==> src/tiled_quad_strip_vertex_generator_unit_defines.svh <==
// assertion macros for the tiled quad strip vertex generator
// used by the unit and the tile sequencer under src, no other dependencies
`ifndef TILED_QUAD_STRIP_VERTEX_GENERATOR_UNIT_DEFINES_SVH
`define TILED_QUAD_STRIP_VERTEX_GENERATOR_UNIT_DEFINES_SVH

// same-cycle implication, off during reset
`define TQSVG_ASSERT_IMPL(lbl, clk, rstn, ante, cons, msg) \
  lbl: assert property (@(posedge clk) disable iff (!rstn) (ante) |-> (cons)) else $error(msg);

// next-cycle implication, off during reset
`define TQSVG_ASSERT_NEXT(lbl, clk, rstn, ante, cons, msg) \
  lbl: assert property (@(posedge clk) disable iff (!rstn) (ante) |=> (cons)) else $error(msg);

`endif

==> src/tqsvg_pkg.sv <==
// shared types and constants of the tiled quad strip vertex generator
// no dependencies
`default_nettype none

package tqsvg_pkg;

  // configuration register indexes
  localparam logic [2:0] CFG_TILES_ACROSS = 3'd0;
  localparam logic [2:0] CFG_TILES_DOWN   = 3'd1;
  localparam logic [2:0] CFG_TILE_WIDTH   = 3'd2;
  localparam logic [2:0] CFG_TILE_HEIGHT  = 3'd3;
  localparam logic [2:0] CFG_AREA_WIDTH   = 3'd4;
  localparam logic [2:0] CFG_AREA_HEIGHT  = 3'd5;
  localparam logic [2:0] CFG_VISIBLE      = 3'd6;

  // strip index advance after the first tile and after every later tile
  localparam logic [15:0] IDX_STEP_FIRST = 16'd4;
  localparam logic [15:0] IDX_STEP       = 16'd6;

  typedef struct packed {
    logic [15:0] start_vertex;
    logic        apply_transform;
    logic [31:0] coef_xx;
    logic [31:0] coef_yx;
    logic [31:0] coef_xy;
    logic [31:0] coef_yy;
    logic [31:0] offset_x;
    logic [31:0] offset_y;
  } req_t;

  typedef struct packed {
    logic [15:0] first_index;
    logic        stitch_previous;
    logic        last_tile;
  } tile_tag_t;

  // local tile edges, q16.16
  typedef struct packed {
    logic [31:0] x0;
    logic [31:0] x1;
    logic [31:0] y0;
    logic [31:0] y1;
  } local_t;

  typedef struct packed {
    logic [31:0] top_left_x;
    logic [31:0] top_left_y;
    logic [31:0] bottom_left_x;
    logic [31:0] bottom_left_y;
    logic [31:0] top_right_x;
    logic [31:0] top_right_y;
    logic [31:0] bottom_right_x;
    logic [31:0] bottom_right_y;
    tile_tag_t   tag;
  } result_t;

endpackage

`default_nettype wire

==> src/tqsvg_tile_seq.sv <==
// tile sequencer: walks the tile grid of one request, one tile per cycle while en_i is high
// depends on tqsvg_pkg and the assertion macro header
`default_nettype none
`include "tiled_quad_strip_vertex_generator_unit_defines.svh"

module tqsvg_tile_seq import tqsvg_pkg::*; #(
  parameter int MAX_TILES_ACROSS = 8,
  parameter int MAX_TILES_DOWN   = 8,
  localparam int XW = $clog2(MAX_TILES_ACROSS + 1),
  localparam int YW = $clog2(MAX_TILES_DOWN + 1)
) (
  input  wire logic          clk_i,
  input  wire logic          rst_ni,
  input  wire logic          en_i,
  input  wire logic          req_valid_i,
  output logic               req_ready_o,
  input  wire req_t          req_i,
  input  wire logic [XW-1:0] n_across_i,
  input  wire logic [YW-1:0] n_down_i,
  output logic               tile_valid_o,
  output logic [XW-1:0]      tile_x_o,
  output logic [YW-1:0]      tile_y_o,
  output tile_tag_t          tag_o,
  output req_t               req_o
);

  logic          busy_q;
  logic          first_q;
  logic [XW-1:0] x_q;
  logic [YW-1:0] y_q;
  logic [15:0]   idx_q;
  req_t          req_q;
  logic          row_end;
  logic          last;
  logic          emit;

  assign row_end = (x_q == n_across_i - XW'(1));
  assign last    = row_end && (y_q == n_down_i - YW'(1));
  assign emit    = busy_q && en_i;

  always_ff @(posedge clk_i or negedge rst_ni) begin
    if (!rst_ni) begin
      busy_q  <= 1'b0;
      first_q <= 1'b0;
      x_q     <= '0;
      y_q     <= '0;
    end else if (req_valid_i && !busy_q) begin
      // an empty grid takes the item and issues nothing
      busy_q  <= (n_across_i != '0) && (n_down_i != '0);
      first_q <= 1'b1;
      x_q     <= '0;
      y_q     <= '0;
    end else if (emit) begin
      first_q <= 1'b0;
      if (last) begin
        busy_q <= 1'b0;
      end else if (row_end) begin
        x_q <= '0;
        y_q <= y_q + YW'(1);
      end else begin
        x_q <= x_q + XW'(1);
      end
    end
  end

  always_ff @(posedge clk_i) begin
    if (req_valid_i && !busy_q) begin
      idx_q <= req_i.start_vertex;
      req_q <= req_i;
    end else if (emit) begin
      idx_q <= idx_q + (first_q ? IDX_STEP_FIRST : IDX_STEP);
    end
  end

  assign req_ready_o           = !busy_q;
  assign tile_valid_o          = busy_q;
  assign tile_x_o              = x_q;
  assign tile_y_o              = y_q;
  assign tag_o.first_index     = idx_q;
  assign tag_o.stitch_previous = first_q && (idx_q != 16'd0);
  assign tag_o.last_tile       = last;
  assign req_o                 = req_q;

  `TQSVG_ASSERT_NEXT(a_last_ends_run, clk_i, rst_ni, emit && last, !busy_q,
    "sequencer still busy after the last tile")
  `TQSVG_ASSERT_NEXT(a_first_step, clk_i, rst_ni, emit && first_q && !last,
    idx_q == $past(idx_q) + IDX_STEP_FIRST, "wrong index step after the first tile")
  `TQSVG_ASSERT_NEXT(a_later_step, clk_i, rst_ni, emit && !first_q && !last,
    idx_q == $past(idx_q) + IDX_STEP, "wrong index step after a later tile")

endmodule

`default_nettype wire

==> config.mk <==
export PLATFORM = sky130hd
export DESIGN_NAME = tqsvg_tile_seq
export DESIGN_NICKNAME = d
export VERILOG_FILES = /design/src/tqsvg_pkg.sv /design/src/tqsvg_tile_seq.sv
export VERILOG_INCLUDE_DIRS = /design/src /design/src/src
export SDC_FILE = /design/constraint.sdc
export NUM_CORES = 1
export LEC_CHECK = 0
export ABC_AREA = 1
export BUFFER_PORTS_ARGS = -buffer_cell sky130_fd_sc_hd__buf_2
export CORE_AREA = 2 2 177 179
export CTS_CLUSTER_SIZE = 16
export DETAILED_ROUTE_END_ITERATION = 8
export DIE_AREA = 0 0 179 181
export SLEW_MARGIN = 25
export SYNTH_ARGS = -nofsm -noshare
export SYNTH_HDL_FRONTEND = slang
export SYNTH_SLANG_ARGS = --single-unit
==> constraint.sdc <==
create_clock -name clk_i -period 10.3 [get_ports clk_i]
set_input_delay 0 -clock clk_i [delete_from_list [all_inputs] [get_ports clk_i]]
set_output_delay 0 -clock clk_i [all_outputs]
set_load 0.02 [all_outputs]
-- Yosys cells after proc, flatten, opt, wreduce, memory -nomap -nowiden
Cells that the tools add are included.
- equality and inequality tests: 3
- add/sub/neg operators: 5
- muxes and demuxes: 16
- reductions and logical operators: 15
- operator list (cell ; number):
    two-way mux 16 bit ; 2
    two-way mux 4 bit ; 8
    adder 16 x 3 -> 16 bit ; 1
    nonzero test 16 bit ; 1
    adder 4 x 1 -> 4 bit (second input constant) ; 2
    equality test 4 bit ; 2
    nonzero test 4 bit ; 2
    subtractor 4 x 1 -> 4 bit (second input constant) ; 2
    nonzero test 2 bit ; 3
    logical AND 1 bit ; 5
    two-way mux 1 bit ; 5
    AND reduction 2 bit ; 2
    AND reduction 3 bit ; 1
    two-way mux 2 bit ; 1
    inequality test 2 x 1 -> 1 bit (second input constant) ; 1
    zero test 1 bit ; 1
- input bits: 221
- bits in registers: 235
- logic and storage cells: 52

-- Logic depth before layout (Yosys ltp)
- depth in word-level cells: 6
- mapped depth: 14
- mapped depth without buffers: 14

-- Worst setup path before layout
No wires, ideal clock.
- path type: reg-to-reg
- start point: register busy_q (netlist: tile_valid_o)
- end point: register idx_q[2], data pin
- period minus slack after synthesis: 7.450 ns
- data arrival time: 6.918 ns
- cell stages (with the launch flop): 6
- buffers on the path: 1
- slack: 2.850 ns
- cell sequence: dfrtp_1 > inv_1 > nand2_1 > inv_1 > clkbuf_1 > o21ai_0
- cells in the longest elaborated chain, start to end: 3
- RTL lines (what ; line ; RTL):
    start: declaration ; tqsvg_tile_seq.sv:27 ; logic busy_q;
    start signal: assignment ; tqsvg_tile_seq.sv:49 ; busy_q <= (n_across_i != '0) && (n_down_i != '0);
    zero test 1 bit ; n/a ;
    named net req_ready_o ; tqsvg_tile_seq.sv:16 ; output logic req_ready_o,
    logical AND 1 bit ; tqsvg_tile_seq.sv:67 ; if (req_valid_i && !busy_q) begin
    two-way mux 16 bit ; tqsvg_tile_seq.sv:67 ;
    end signal: assignment ; tqsvg_tile_seq.sv:68 ; idx_q <= req_i.start_vertex;
    end signal: assignment ; tqsvg_tile_seq.sv:71 ; idx_q <= idx_q + (first_q ? IDX_STEP_FIRST : IDX_STEP);
    end: declaration ; tqsvg_tile_seq.sv:31 ; logic [15:0] idx_q;
The timed path passes the listed nets, and every way through them passes these cells.
A chain may end at the register's enable or synchronous reset.

-- Worst setup path after layout
- start point: register busy_q (netlist: tile_valid_o)
- end point: register req_q (netlist bit req_o[162]) (enable)
- cells in the longest elaborated chain, start to end: 2
- RTL lines (what ; line ; RTL):
    zero test 1 bit ; tqsvg_tile_seq.sv:67 ;
    logical AND 1 bit ; tqsvg_tile_seq.sv:67 ;
    end signal: assignment ; tqsvg_tile_seq.sv:69 ; req_q <= req_i;
    end: declaration ; tqsvg_tile_seq.sv:32 ; req_t req_q;
No other way between the ends.

==> results list <==
- Outcome: completed
- Placement Rows: 64
- Pin placement for this block handled 458 I/O pins.
- Initial cell density of the core: 27.1%
- Number of cells in the finished layout apart from fillers: 1599
- The total count of max-transition violations in the final report came to 0.
- Final setup violation count: 0
* Top library cells by usage in the layout, fill and taps aside: sky130_fd_sc_hd__buf_2 (457), sky130_fd_sc_hd__edfxtp_1 (225), sky130_fd_sc_hd__dlygate4sd3_1 (213)
- Critical Path Start Type: flip-flop
- Highest Clock Rate: 0.329 GHz
- In the synthesized netlist, the number of instances is 485.
- Worst Tran Pin Value: 920 ps
- For this run the aggregate overflow at the end of global routing stands at 0.
* Number of logic stages on the critical path including buffering: 4
* Final Instance Area: 14000 um2
- Summing all placed instances gives a cell area of 11000 um2.
- After floorplanning, the core was sized to cover 30300 um2.
- Capturing element type of the critical path: flip-flop
- In this run the horizontal extent of the chip is 179 um.
- The critical path goes through inv_1 > nand2_1 > inv_12 > buf_4.
* Hold_buf cts: 213
* Share of total power consumed by net switching: 28.3%
* End point of the most critical hold path: tile_y_o[0]$_DFFE_PN0P_
- At the end of routability-driven placement, the weighted congestion stood at 0.799.
- Number of antenna-violating nets in the routed design: 0
- The first routing iteration left 349 violations.
- The synthesized netlist contains 30 unique library cells.
- Vertical die dimension: 181 um
- The number of nets in the synthesized netlist is 714.
* Unrepaired setup endpoints after global routing: no
- For this run, the share of the core covered by cells in the final layout is 46.2%.
* Number of nets in the layout: 1410
- The number of setup buffers added after CTS is 0.
* Maximum cell stage delay along the critical path: 800 ps
* Num Clock Sinks: 235
- Largest vdd supply drop: 136 uV
- After clock tree synthesis, the clock-pin slew on the worst setup and hold paths is 60 ps.
- Among all stages on the critical path, the largest delay is contributed by sky130_fd_sc_hd__inv_12.
* Number of antenna violations at the first check in global routing: 0
- Signal arrival time at the worst endpoint: 3200 ps
- The routed design has 28000 um of wire.
- Count of max-cap constraint violations: 0
* Flop-to-flop setup slack: 7260 ps
* Power share of the combinational group: 18.5%
- The number of global-route vias before repair was 6842.
- Post-layout total power: 2.66 mW
* Static power due to leakage: 6.02 nW
* Top cells by area in the synthesized netlist: sky130_fd_sc_hd__edfxtp_1 (82%), sky130_fd_sc_hd__nand2_1 (4.5%), sky130_fd_sc_hd__dfrtp_1 (3.0%)
- At the worst endpoint, the required time is 10460 ps.
* Post-synthesis instance area: 8230 um2
* Htree depth: 1
- The clock reaches the later pin of the worst-skew pair after 540 ps.
* CTS tree: done
- Summing the areas of all compound-gate instances in the mapped netlist gives 1.40% of the synthesized area.
- Main combinational cell family by area after synthesis: simple AND/OR/NAND/NOR gates
- The number of hold violations in the final report came to 0.
- Worst r2r path cells: 4
- Classification of the worst setup path: reg -> reg
* Number of buffers created by CTS: 28
* Power per unit of standard cell area: 190 nW/um2
* Time the final worst path needs with I/O delays and setup: 3040 ps
* Fraction of power consumed by sequential logic: 45.7%
- N_diodes: 0
- Leaving out fill and tap cells, the most frequent cell in the layout is sky130_fd_sc_hd__buf_2.
- In this run the deepest clock path goes through 3 buffers.
- Overall routing resource usage: 16.1%
* Post-route setup TNS: 0 ps
* Via count of the routed design: 6597
* Post-detailed-route wirelength per cell: 17.5 um
- Final worst path period share: 29.5%
- Counting instances, the worst hold path has a depth of 10.
- The worst register-to-register path ends at req_o[162]$_DFFE_PP_.
- The synthesized netlist devotes 0.852% of its cell area to XOR and XNOR gates.
- Compared with the post-synthesis result, the final layout area differs by 70.5%.
* Arithmetic-cell share of the synthesized area counting full adders, half adders and majority gates: 1.22%
- The kind of cell with the highest combined delay along the critical path is buffers and inverters.
- After clock tree synthesis, the repair step resized 0 gates.
- For this run, the number of Yosys warnings is 0.
* Reg2reg start: tile_valid_o$_DFFE_PN0P_
- Proportion of layout cells with a drive suffix above 1: 43.5%
* Internal power: 1.91 mW
- Input and output buffers added on the ports amount to 457.
- Together, buffers and inverters on the worst path number 3.
* Worst clock skew on the final layout: 11.8 ps
- Final HPWL DP: 19100 um
- Of the post-synthesis cell area, the part taken by muxes is 0%.
- The share of the Yosys chip area taken by registers is 85.2%.
- The root buffer cell chosen for the clock tree is sky130_fd_sc_hd__clkbuf_16.
- A synthesized cell averages 17.0 um2.
- The startpoint identified for the worst hold timing path is n_across_i[0].
- In this run the worst path has a maximum fanout of 168.
- Global-route wire length before repair: 39000 um
* Flops & latches, synth: 235
- Area fraction in and, or, nand and nor cells after synthesis: 9.07%
- Pre-antenna DRT Iters: 4
- The clock network is responsible for 35.8% of the overall power.
- Relative slew slack: 38.5%
* Library cell with the largest summed area after synthesis: sky130_fd_sc_hd__edfxtp_1
- Summed over all nets, the switching power comes to 0.755 mW.
* Placed Instances: 1334
- DRC viols: 0
- Average vias per placed instance: 4.13
- Share of the synthesized area in the top cell type: 82.1%
- In this run the worst hold path is classified as in -> reg.
- Largest net degree at the start of global routing: 169
* Floorplan die area: 32400 um2
[metal layers]
metal	vias up	track usage (%)	part of all wire, %
li1	3140	-	-
met1	3127	17.3	37
met2	270	29.4	50
met3	60	4.34	8.3
met4	0	6.63	4.3
met5	-	0	0
[tightest hold or removal path, cell delays in order]
cell and delay, ps:
sky130_fd_sc_hd__buf_2 100, sky130_fd_sc_hd__nand2_1 50, sky130_fd_sc_hd__nand2_1 60, sky130_fd_sc_hd__nor2_1 40, sky130_fd_sc_hd__nand3_1 60, sky130_fd_sc_hd__nor2_1 60, sky130_fd_sc_hd__nand4_1 60, sky130_fd_sc_hd__inv_1 60
sky130_fd_sc_hd__nand2_1 50, sky130_fd_sc_hd__nand2_1 40
[registers in the layout, summed over array words and instances (netlist names)]
name          flops
first_q           1
req_o           209
tile_y_o          4
tile_valid_o      1
tile_x_o          4
idx_q            16
[cell usage after synthesis]
library cell               instances
sky130_fd_sc_hd__a21oi_1           2
sky130_fd_sc_hd__a31oi_1           2
sky130_fd_sc_hd__a41oi_1           1
sky130_fd_sc_hd__buf_2             3
sky130_fd_sc_hd__buf_4             1
sky130_fd_sc_hd__clkbuf_1          1
sky130_fd_sc_hd__dfrtp_1          10
sky130_fd_sc_hd__edfxtp_1        225
sky130_fd_sc_hd__ha_1              8
sky130_fd_sc_hd__inv_1            39
sky130_fd_sc_hd__inv_2             4
sky130_fd_sc_hd__nand2_1          99
sky130_fd_sc_hd__nand2_2           8
sky130_fd_sc_hd__nand3_1          19
sky130_fd_sc_hd__nand3_2           3
sky130_fd_sc_hd__nand3b_1          1
sky130_fd_sc_hd__nand4_1           2
sky130_fd_sc_hd__nor2_1           21
sky130_fd_sc_hd__nor2_2            2
sky130_fd_sc_hd__nor2_4            2
sky130_fd_sc_hd__nor3_1            3
sky130_fd_sc_hd__nor3b_4           1
sky130_fd_sc_hd__nor4_1            4
sky130_fd_sc_hd__o21ai_0          10
sky130_fd_sc_hd__o21ai_1           2
sky130_fd_sc_hd__o21ai_2           2
sky130_fd_sc_hd__o22ai_1           1
sky130_fd_sc_hd__or2_0             1
sky130_fd_sc_hd__xnor2_1           1
sky130_fd_sc_hd__xor2_1            7
[layout make-up]
type                    instances  area (um2)
fillers                      2767       16300
clock inverters                18         145
well taps                     396         495
repair buffers                671        4430
multi-input cells             202        1030
clock buffers                  34         744
flip-flops and latches        235        7010
inverters                      43         174
[per-stage QoR]
stage | worst slack (ps) | hold slack (ps)
2_1_floorplan | 2850 | -296
4_1_cts | 7170 | 64.3
3_3_place_gp | 7110 | -114
3_5_place_dp | 7190 | -111
6_report | 7260 | 85.2
5_1_grt | 6970 | 146
[power groups by stage]
stage          registers, mW  clock network [mW]  logic, mW
6_report                1.22               0.955      0.493
3_5_place_dp            1.24                   0      0.430
4_1_cts                 1.22               0.982      0.499
5_1_grt                 1.23                1.02      0.542
2_1_floorplan           1.33                   0      0.166
3_3_place_gp            1.23                   0      0.425
[how the worst max path moves through the flow]
stage | start | to | slack (ps)
after floorplan | tile_valid_o$_DFFE_PN0P_ | idx_q[2]$_DFFE_PP_ | 2850
after global placement | tile_valid_o$_DFFE_PN0P_ | req_o[169]$_DFFE_PP_ | 7110
after detailed placement | tile_valid_o$_DFFE_PN0P_ | req_o[169]$_DFFE_PP_ | 7190
after CTS | tile_valid_o$_DFFE_PN0P_ | req_o[169]$_DFFE_PP_ | 7170
after global routing | tile_valid_o$_DFFE_PN0P_ | req_o[149]$_DFFE_PP_ | 6970
final | tile_valid_o$_DFFE_PN0P_ | req_o[162]$_DFFE_PP_ | 7260
[cell families after synthesis]
kind of cell / after synthesis
DFF: 235
AOI/OAI and AO/OA: 20
buffers and inverters: 48
adders and majority gates: 8
and+or+nand+nor: 166
xor gates and xnor gates: 8
No activity file was read; power rests on OpenSTA's default activity.
